$ cat src/hdl/tsi_pkg.sv
`default_nettype none
package tsi_pkg;
  localparam int TABLE_DEPTH = 1024;
  localparam int ADDR_W = $clog2(TABLE_DEPTH);
  localparam int CNT_W = ADDR_W + 1;
  localparam int TIME_W = 40;
  localparam int VAL_W = 32;
  localparam int CFG_IDX_W = 1;
  localparam int CFG_DATA_W = 11;
  localparam int DEN_W = TIME_W + 1;
  localparam int MAG_W = VAL_W + 1;
  localparam int PROD_W = DEN_W + MAG_W;
  localparam int REM_W = DEN_W + 1;
  localparam int STEP_W = $clog2(PROD_W + 1);

  typedef logic signed [TIME_W-1:0] time_t;
  typedef logic signed [VAL_W-1:0] value_t;

  typedef struct packed {
    time_t  tp;
    value_t val;
  } entry_t;

  typedef enum logic [1:0] {
    KIND_WRITE = 2'd0,
    KIND_SEEK  = 2'd1,
    KIND_QUERY = 2'd2,
    KIND_NONE  = 2'd3
  } kind_t;

  typedef enum logic [1:0] {
    MODE_BACKWARD = 2'd0,
    MODE_FORWARD  = 2'd1,
    MODE_LINEAR   = 2'd2,
    MODE_SPARE    = 2'd3
  } mode_t;

  typedef enum logic [1:0] {
    ST_EXACT  = 2'd0,
    ST_HELD   = 2'd1,
    ST_BEFORE = 2'd2,
    ST_PAST   = 2'd3
  } status_t;

  localparam logic [CFG_IDX_W-1:0] REG_MODE = 1'd0;
  localparam logic [CFG_IDX_W-1:0] REG_COUNT = 1'd1;

  typedef enum logic [3:0] {
    S_IDLE, S_SK_RD, S_SK_CMP, S_Q_RD, S_Q_CMP,
    S_PV_RD, S_PV_CMP, S_LERP, S_DONE
  } state_t;

  typedef enum logic [1:0] {
    L_IDLE, L_MUL, L_DIV
  } lstate_t;

  typedef struct packed {
    logic             start;
    logic [MAG_W-1:0] mag;
    logic [DEN_W-1:0] num;
    logic [DEN_W-1:0] den;
  } lerp_req_t;

  typedef struct packed {
    logic             done;
    logic [MAG_W-1:0] quot;
  } lerp_rsp_t;
endpackage
`default_nettype wire

$ cat src/hdl/tsi_lerp.sv
`default_nettype none
module tsi_lerp (
  input  wire logic               clk,
  input  wire logic               rst_n,
  input  wire tsi_pkg::lerp_req_t req,
  output tsi_pkg::lerp_rsp_t      rsp
);
  import tsi_pkg::*;

  lstate_t             st_r, st_nxt;
  logic [STEP_W-1:0]   cnt_r, cnt_nxt;
  logic [PROD_W-1:0]   prod_r, prod_nxt;
  logic [PROD_W-1:0]   mcand_r, mcand_nxt;
  logic [DEN_W-1:0]    mplier_r, mplier_nxt;
  logic [DEN_W-1:0]    den_r, den_nxt;
  logic [REM_W-1:0]    rem_r, rem_nxt;
  logic [MAG_W-1:0]    quot_r, quot_nxt;
  logic                done_r, done_nxt;
  logic [REM_W-1:0]    trial;

  always_ff @(posedge clk) begin
    if (!rst_n) begin
      st_r   <= L_IDLE;
      done_r <= 1'b0;
    end else begin
      st_r   <= st_nxt;
      done_r <= done_nxt;
    end
    cnt_r    <= cnt_nxt;
    prod_r   <= prod_nxt;
    mcand_r  <= mcand_nxt;
    mplier_r <= mplier_nxt;
    den_r    <= den_nxt;
    rem_r    <= rem_nxt;
    quot_r   <= quot_nxt;
  end

  always_comb begin
    st_nxt     = st_r;
    cnt_nxt    = cnt_r;
    prod_nxt   = prod_r;
    mcand_nxt  = mcand_r;
    mplier_nxt = mplier_r;
    den_nxt    = den_r;
    rem_nxt    = rem_r;
    quot_nxt   = quot_r;
    done_nxt   = 1'b0;
    trial      = {rem_r[REM_W-2:0], prod_r[PROD_W-1]};
    unique case (st_r)
      L_IDLE: begin
        if (req.start) begin
          prod_nxt   = '0;
          mcand_nxt  = PROD_W'(req.mag);
          mplier_nxt = req.num;
          den_nxt    = req.den;
          cnt_nxt    = STEP_W'(DEN_W);
          st_nxt     = L_MUL;
        end
      end
      L_MUL: begin
        if (mplier_r[0]) begin
          prod_nxt = prod_r + mcand_r;
        end
        mcand_nxt  = {mcand_r[PROD_W-2:0], 1'b0};
        mplier_nxt = {1'b0, mplier_r[DEN_W-1:1]};
        cnt_nxt    = cnt_r - 1'b1;
        if (cnt_r == STEP_W'(1)) begin
          rem_nxt  = '0;
          quot_nxt = '0;
          cnt_nxt  = STEP_W'(PROD_W);
          st_nxt   = L_DIV;
        end
      end
      L_DIV: begin
        prod_nxt = {prod_r[PROD_W-2:0], 1'b0};
        if (trial >= REM_W'(den_r)) begin
          rem_nxt  = trial - REM_W'(den_r);
          quot_nxt = {quot_r[MAG_W-2:0], 1'b1};
        end else begin
          rem_nxt  = trial;
          quot_nxt = {quot_r[MAG_W-2:0], 1'b0};
        end
        cnt_nxt = cnt_r - 1'b1;
        if (cnt_r == STEP_W'(1)) begin
          done_nxt = 1'b1;
          st_nxt   = L_IDLE;
        end
      end
      default: st_nxt = L_IDLE;
    endcase
  end

  assign rsp.done = done_r;
  assign rsp.quot = quot_r;
endmodule
`default_nettype wire

$ cat config.mk
export PLATFORM = sky130hd
export DESIGN_NAME = tsi_lerp
export DESIGN_NICKNAME = d
export VERILOG_FILES = /design/src/hdl/tsi_pkg.sv /design/src/hdl/tsi_lerp.sv
export SDC_FILE = /design/constraint.sdc
export NUM_CORES = 1
export LEC_CHECK = 0
export BUFFER_PORTS_ARGS = -buffer_cell sky130_fd_sc_hd__buf_2
export CORE_UTILIZATION = 66
export DETAILED_ROUTE_END_ITERATION = 8
export GPL_ROUTABILITY_DRIVEN = 0
export PLACE_DENSITY = 0.91
export SETUP_SLACK_MARGIN = 0.05
export SKIP_CTS_REPAIR_TIMING = 1
export SLEW_MARGIN = 10
export SYNTH_ARGS = -nofsm -noshare
export SYNTH_HDL_FRONTEND = slang
export SYNTH_SLANG_ARGS = --single-unit
$ cat constraint.sdc
create_clock -name clk -period 15.5 [get_ports clk]
set_input_delay 2.325 -clock clk [delete_from_list [all_inputs] [get_ports clk]]
set_output_delay 2.325 -clock clk [all_outputs]
set_load 0.05 [all_outputs]
==> results of run 1 <==
-- registers in the layout, indices dropped and copies added (netlist names) --
register / flops
mcand_r: 74
prod_r: 74
den_r: 41
mplier_r: 41
rem_r: 41
quot_r: 33
cnt_r: 7
st_r: 2
done_r: 1
-- cells by family (layout without fill, tap and decap cells) --
family | after synthesis | count (layout)
AND/OR/NAND/NOR | 470 | 470
AO/OA/AOI/OAI | 462 | 462
flip-flops | 314 | 314
buffers and inverters | 139 | 286
adder cells (fa/ha/maj) | 122 | 122
XOR/XNOR | 111 | 111
multiplexers | 109 | 109
other | 0 | 1
-- metrics by stage --
step / setup slack (ns) / instances / utilization / instance area (um^2) / hold slack [ns]
6_report: 10.73 / 2253 / 0.753 / 21100 / 0.549
5_1_grt: 10.49 / 2252 / 0.753 / 21100 / 0.565
4_1_cts: 10.75 / 2252 / 0.753 / 21100 / 0.549
3_5_place_dp: 10.87 / 2190 / 0.712 / 19900 / 0.533
3_3_place_gp: 11.00 / 2190 / 0.712 / 19900 / 0.525
2_1_floorplan: 7.45 / 1727 / - / 18900 / 0.493
-- cell type report --
cell class | instances | area (um^2) | share of cell area
Antenna cell | 1 | 2.50 | 0.000119
Clock buffer | 38 | 887 | 0.0420
Inverter | 65 | 244 | 0.0116
Sequential cell | 314 | 9400 | 0.445
Tap cell | 378 | 473 | 0.0224
Multi-Input combinational cell | 1274 | 9010 | 0.427
Clock inverter | 24 | 272 | 0.0129
Timing Repair Buffer | 159 | 816 | 0.0387
-- power breakdown --
| group | total, mW | leakage, nW | internal (mW) | switching (mW) |
|---|---|---|---|---|
| Sequential | 1.09 | 3.10 | 1.04 | 0.0444 |
| Combinational | 0.650 | 4.94 | 0.258 | 0.391 |
| Clock | 0.843 | 0.561 | 0.488 | 0.355 |
-- cells in the final DEF, fill, tap and decap left out, drive strengths merged, types with 22 or more instances in the layout --
cell type and n:
edfxtp 311, buf 159, nand2 146, o21ai 130, a21oi 126, ha 120, nor2 100, and2 87
a21o 80, mux2 75, inv 65, xnor2 58, xor2 53, clkbuf 38, mux2i 34, nor3 22
-- final timing paths --
| path | start | endpoint | slack (ns) | cells after the start |
|---|---|---|---|---|
| max | prod_r[73]$_DFFE_PP_ | rem_r[32]$_SDFFCE_PN0P_ | 10.73 | 16 |
| min | mplier_r[4]$_DFFE_PP_ | mplier_r[3]$_DFFE_PP_ | 0.55 | 1 |
| max reg2reg | prod_r[73]$_DFFE_PP_ | rem_r[32]$_SDFFCE_PN0P_ | 10.73 | 16 |
| min reg2reg | mplier_r[4]$_DFFE_PP_ | mplier_r[3]$_DFFE_PP_ | 0.55 | 1 |
-- layer usage --
layer	track usage	wire (um)	vias to the layer above
li1	-	-	6630
met1	0.366	17000	6751
met2	0.504	21100	629
met3	0.0439	2840	118
met4	0.112	1470	0
met5	0	0	-
==> impl_results.md, run 1 <==
* Status: finished, final reports clean
* Critical Path, Cell by Cell: inv_1, ha_1, fa_1, nor2b_1, o21ai_1, a21boi_1, o21a_1, o31a_1, a211oi_2, a21oi_1, nor3_2, o21ai_1, a31oi_4, buf_4, mux2_2, and2_1
* Root Buffer: clkbuf_16
* CTS tree: done
* Most common cell in the netlist: edfxtp_1
* Share of layout cells above drive strength 1 at 0.169
* Num ports at 152
* Number of warnings issued by yosys at 0
* Mux cell area share after synthesis at 0.0627
* CTS buffer count at 35
* Antenna violations before repair at 0
* Largest family of logic cells by synthesized area: compound AO/OA/AOI/OAI gates
* # H-tree levels at 2
* Final WL at 42.4 mm
* Final ANT Viol Nets at 0
* Top post-synthesis cells by area: edfxtp_1, ha_1, mux2_2
* Compound-Gate Fraction of Synth Area at 0.156
* Crit path capture type: flip-flop
* Residual DRC count at 0
* Type of the worst setup path: reg -> reg
* WP data required at 15.80 ns
* Slew HR at 0.229
* Setup violations, final at 0
* HPWL after DPL at 28.5 mm
* Die Ht at 171 um
* Site Rows at 61
* Static Leakage at 8.60 nW
* Top delay family on crit path: compound AO/OA/AOI/OAI gates
* Yosys reg bits at 314
* Post-synthesis sequential area ratio at 0.497
* Asr flop ratio synth at 0
* Clock period minus worst slack at 4.77 ns
* Slowest CP cell: a31oi_4
* Slew @ Worst Pin at roughly 1.2 ns
* Mapped Avg Cell Area at about 11 um^2
* Worst-Skew Late Latency at 0.54 ns
* Max-cap violations at 0
* Post-synthesis xor/xnor area fraction at 0.0514
* Cells after synthesis at 1727
* # port buffers at 151
* Sink Count at 314
* Top cell by count, worst path: o21ai_1
* Vias in the first global route at 13900
* Fin Setup TNS at 0 ns
* Filler cell count at approximately 1700
* Achievable frequency at 0.210 GHz
* Min-delay worst type: reg -> reg
* Core box area at 28000 um^2
* Initial Utilization at 0.675
* Pwr per Cell Area at roughly 120 nW/um^2
* Hold Fails Final Rpt at 0
* DR vias/cell at between 6 and 7
* GRT Util Overall at 0.290
* Worst endpoint data arrival time at 5.06 ns
* Cell taking the most area after synthesis: edfxtp_1
* First-pass GRT wire length at 68.3 mm
* Simple-gate area share of the yosys netlist at 0.122
* Largest net degree at the start of global routing at 91
* Synth cell count leaders: edfxtp_1, nand2_1, a21oi_1, ha_1, nor2_1
* RSZ-0062 raised after global routing: no
* CP bufs+invs at 2
* Clock transition at path regs at 0.06 ns
* DRT iter0 DRCs at 1241
* Via Count at 14100
* Syn nets at 1967
* Startpoint types: flip-flop
* Die X-Extent at 171 um
* Post-Syn Area at 18900 um^2
* Area growth syn-to-layout at 11.6%
* # nets final at 2089
* Count of different cell masters after synthesis at 75
* First-pass DRT Iterations at 6
* Crit Path Max Fanout at 27
* Number of synthesized flops with an enable pin at between 300 and 400
* Post-synth top area share at 0.494
* Clk_skew at 0.0370 ns
* Slew Viols, Final at 0
* Clk buf depth at 3
* Post-Synth Adder-Cell Area at 0.0815
* Most used DFF post-synth: edfxtp_1
* Max stage delay on crit path at 0.82 ns
* Total power at 2.58 mW
* Total grt overflow at 0
* Maximum VDD drop at 113 uV
* WL/cell at 18.8 um
* Period utilization at 0.307
* Die area at 29300 um^2
No activity file was read; power rests on OpenSTA's default activity.
==> inputs of run 2 (changes only) <==
Settings changed: CORE_UTILIZATION 66 to 55, PLACE_DENSITY 0.91 to 0.81.
Clock period 15.5 ns to 4.3 ns, I/O delays scaled along.
==> run 2 against run 1 <==
Final area is 0.69% higher. Largest power group unchanged. Cell count is 3.5% higher. Critical endpoint is now rem_r[36]$_SDFFCE_PN0P_. Hold slack worse by 0.25 ns. Register-to-register slack worse by 10 ns. Clock skew is 0.017 ns lower. Non-clock buffer count is 9 higher.
==> impl_results.md, run 2 (synthesis gave the netlist of run 1 again) <==
* Clk buf depth at 3 (unchanged)
* Num ports at 152 (unchanged)
* Worst endpoint data arrival time at 4.29 ns (-0.77 ns)
* Most common cell after layout, fill and taps aside: edfxtp_1
* GRT Util Overall at 0.233 (-0.0569)
* Site Rows at 67 (+9.8%)
* Slew @ Worst Pin at 1.09 ns (-0.0646 ns)
* R2r worst-path depth at 16 (unchanged)
* Final WL at 41.1 mm (-3.0%)
* Residual DRC count at 0 (unchanged)
* DR vias/cell at 5.90 (-6.0%)
* # port buffers at 151 (unchanged)
* Die Ht at 187 um (+9.4%)
* Setup violations, final at 0 (unchanged)
* First-pass DRT Iterations at 5 (-1)
* Root Buffer: clkbuf_16
* Filler cell count at 2668 (+53%)
* # nets final at 2098 (+0.43%)
* RSZ-0062 raised after global routing: no
* Slowest CP cell: fa_1
* Max stage delay on crit path at 0.41 ns (-0.41 ns)
* Min-delay worst type: in -> reg
* CTS buffer count at 35 (unchanged)
* First-pass GRT wire length at 67.6 mm (-1.1%)
* Critical Path, Cell by Cell: inv_1, ha_1, fa_1, nor2b_1, o21ai_1, a21boi_1, o21a_1, o31a_1, a211oi_2, a21oi_1, nor3_2, o21ai_1, a31oi_4, buf_4, or3b_1, a21oi_1
* Pwr per Cell Area at 433 nW/um^2 (+250%)
* Slew Viols, Final at 0 (unchanged)
* Cell depth of the worst setup path at 16 (unchanged)
* WP data required at 4.63 ns (-11.17 ns)
* Final core occ at 0.630 (-0.123)
* Register Area at 9400 um^2 (unchanged)
* DP Cell Count at 2265 (+3.4%)
* Met2 routed WL at 19.9 mm (-6.0%)
* Largest net degree at the start of global routing at 77 (-15%)
* Share of layout cells above drive strength 1 at 0.169 (-0.000188)
* Clock period minus worst slack at 3.96 ns (-0.806 ns)
* Sink Count at 314 (unchanged)
* Status: finished, final reports clean
* Leading registers by flop count: mcand_r (74), prod_r (74)
* Total power at 9.19 mW (+260%)
* Hold Fails Final Rpt at 0 (unchanged)
* Via Count at 13700 (-2.7%)
* Antenna violations before repair at 2 (+2)
* Fin cells at 2331 (+3.5%)
* Worst-Skew Late Latency at 0.53 ns (about the same)
* WL/cell at 17.7 um (-6.2%)
* Max-cap violations at 0 (unchanged)
* Fin Setup TNS at 0 ns (unchanged)
* HPWL after DPL at 28.6 mm (+0.33%)
* Startpoint types: flip-flop
* Max layer used: met5
* Most frequent cells in the layout: edfxtp_1, buf_2, nand2_1, a21oi_1, ha_1
* Crit path capture type: flip-flop
* Total grt overflow at 0 (unchanged)
* Hold depth at 1 (unchanged)
* Final WS setup at 0.341 ns (-10.39 ns)
* Top delay family on crit path: compound AO/OA/AOI/OAI gates
* DRT iter0 DRCs at 1031 (-17%)
* Core box area at 33700 um^2 (+20%)
* # H-tree levels at 2 (unchanged)
* Initial Utilization at 0.561 (-0.114)
* Slew HR at 0.267 (+0.0386)
* Achievable frequency at 0.253 GHz (+20%)
* Pre-CTS setup slack at 0.354 ns (-10.52 ns)
* Static Leakage at 8.63 nW (+0.38%)
* CTS tree: done
* Period utilization at 0.921 (+0.613)
* Met1 WL at 17.9 mm (+5.4%)
* Die area at 35100 um^2 (+20%)
* Final ANT Viol Nets at 0 (unchanged)
* WL met3 at 2.26 mm (-20%)
* CP bufs+invs at 2 (unchanged)
* Clock transition at path regs at 0.06 ns (about the same)
* Vias in the first global route at 13800 (-0.20%)
* Type of the worst setup path: reg -> reg
* Area growth syn-to-layout at 12.4%
* Maximum VDD drop at 321 uV (+180%)
* Die X-Extent at 187 um (+9.4%)
* Multi-input gate area at 9010 um^2 (about the same)
* Clk_skew at 0.0198 ns (-0.0172 ns)
* Crit Path Max Fanout at 10 (-63%)
## run 2: cell types whose count changed in the layout (fill, tap and decap cells not counted), sizes merged
cell and change:
buf +9, bufinv -1, clkbuf +8, clkinv -6, clkinvlp -1, inv -1
## run 2: path summary, 6_finish.rpt
path                                from                      end  slack, ns
hold / removal                   req[37]      den_r[37]$_DFFE_PP_       0.30
setup / recovery    prod_r[73]$_DFFE_PP_  rem_r[36]$_SDFFCE_PN0P_       0.34
setup reg to reg    prod_r[73]$_DFFE_PP_  rem_r[36]$_SDFFCE_PN0P_       0.34
hold reg to reg   mplier_r[11]$_DFFE_PP_   mplier_r[10]$_DFFE_PP_       0.55
## run 2: through the flow
stage,hold WS (ns),area (um^2)
after floorplan,0.493,18900
after global placement,0.525,20100
after detailed placement,0.535,20100
after CTS,0.273,21200
after global routing,0.281,21200
final,0.298,21200
## run 2: cell type report
cell class,count,share of cell area
sequential,314,0.442
multi-input combinational,1274,0.424
clock buffer,46,0.0456
timing repair buffer,168,0.0428
tap,448,0.0264
inverter,65,0.0115
clock inverter,15,0.00695
antenna,1,0.000118
## run 2: routing by layer
layer  global-route usage  up-vias
li1                     -     6631
met1                0.298     6609
met4               0.0732        4
met3               0.0373       99
met5                    0        -
met2                0.406      400
## run 2: worst reg2reg max path: stages, from the launching register on
cell and delay, ns:
edfxtp_1 0.39, inv_1 0.06, ha_1 0.22, fa_1 0.41, nor2b_1 0.15, o21ai_1 0.10
a21boi_1 0.24, o21a_1 0.18, o31a_1 0.30, a211oi_2 0.13, a21oi_1 0.21, nor3_2 0.07
o21ai_1 0.39, a31oi_4 0.23, buf_4 0.20, or3b_1 0.36, a21oi_1 0.15
## run 2: power by group
group / internal [mW] / switching (mW) / leakage, nW
registers: 3.75 / 0.155 / 3.10
logic: 0.945 / 1.39 / 4.99
clock network: 1.76 / 1.20 / 0.540
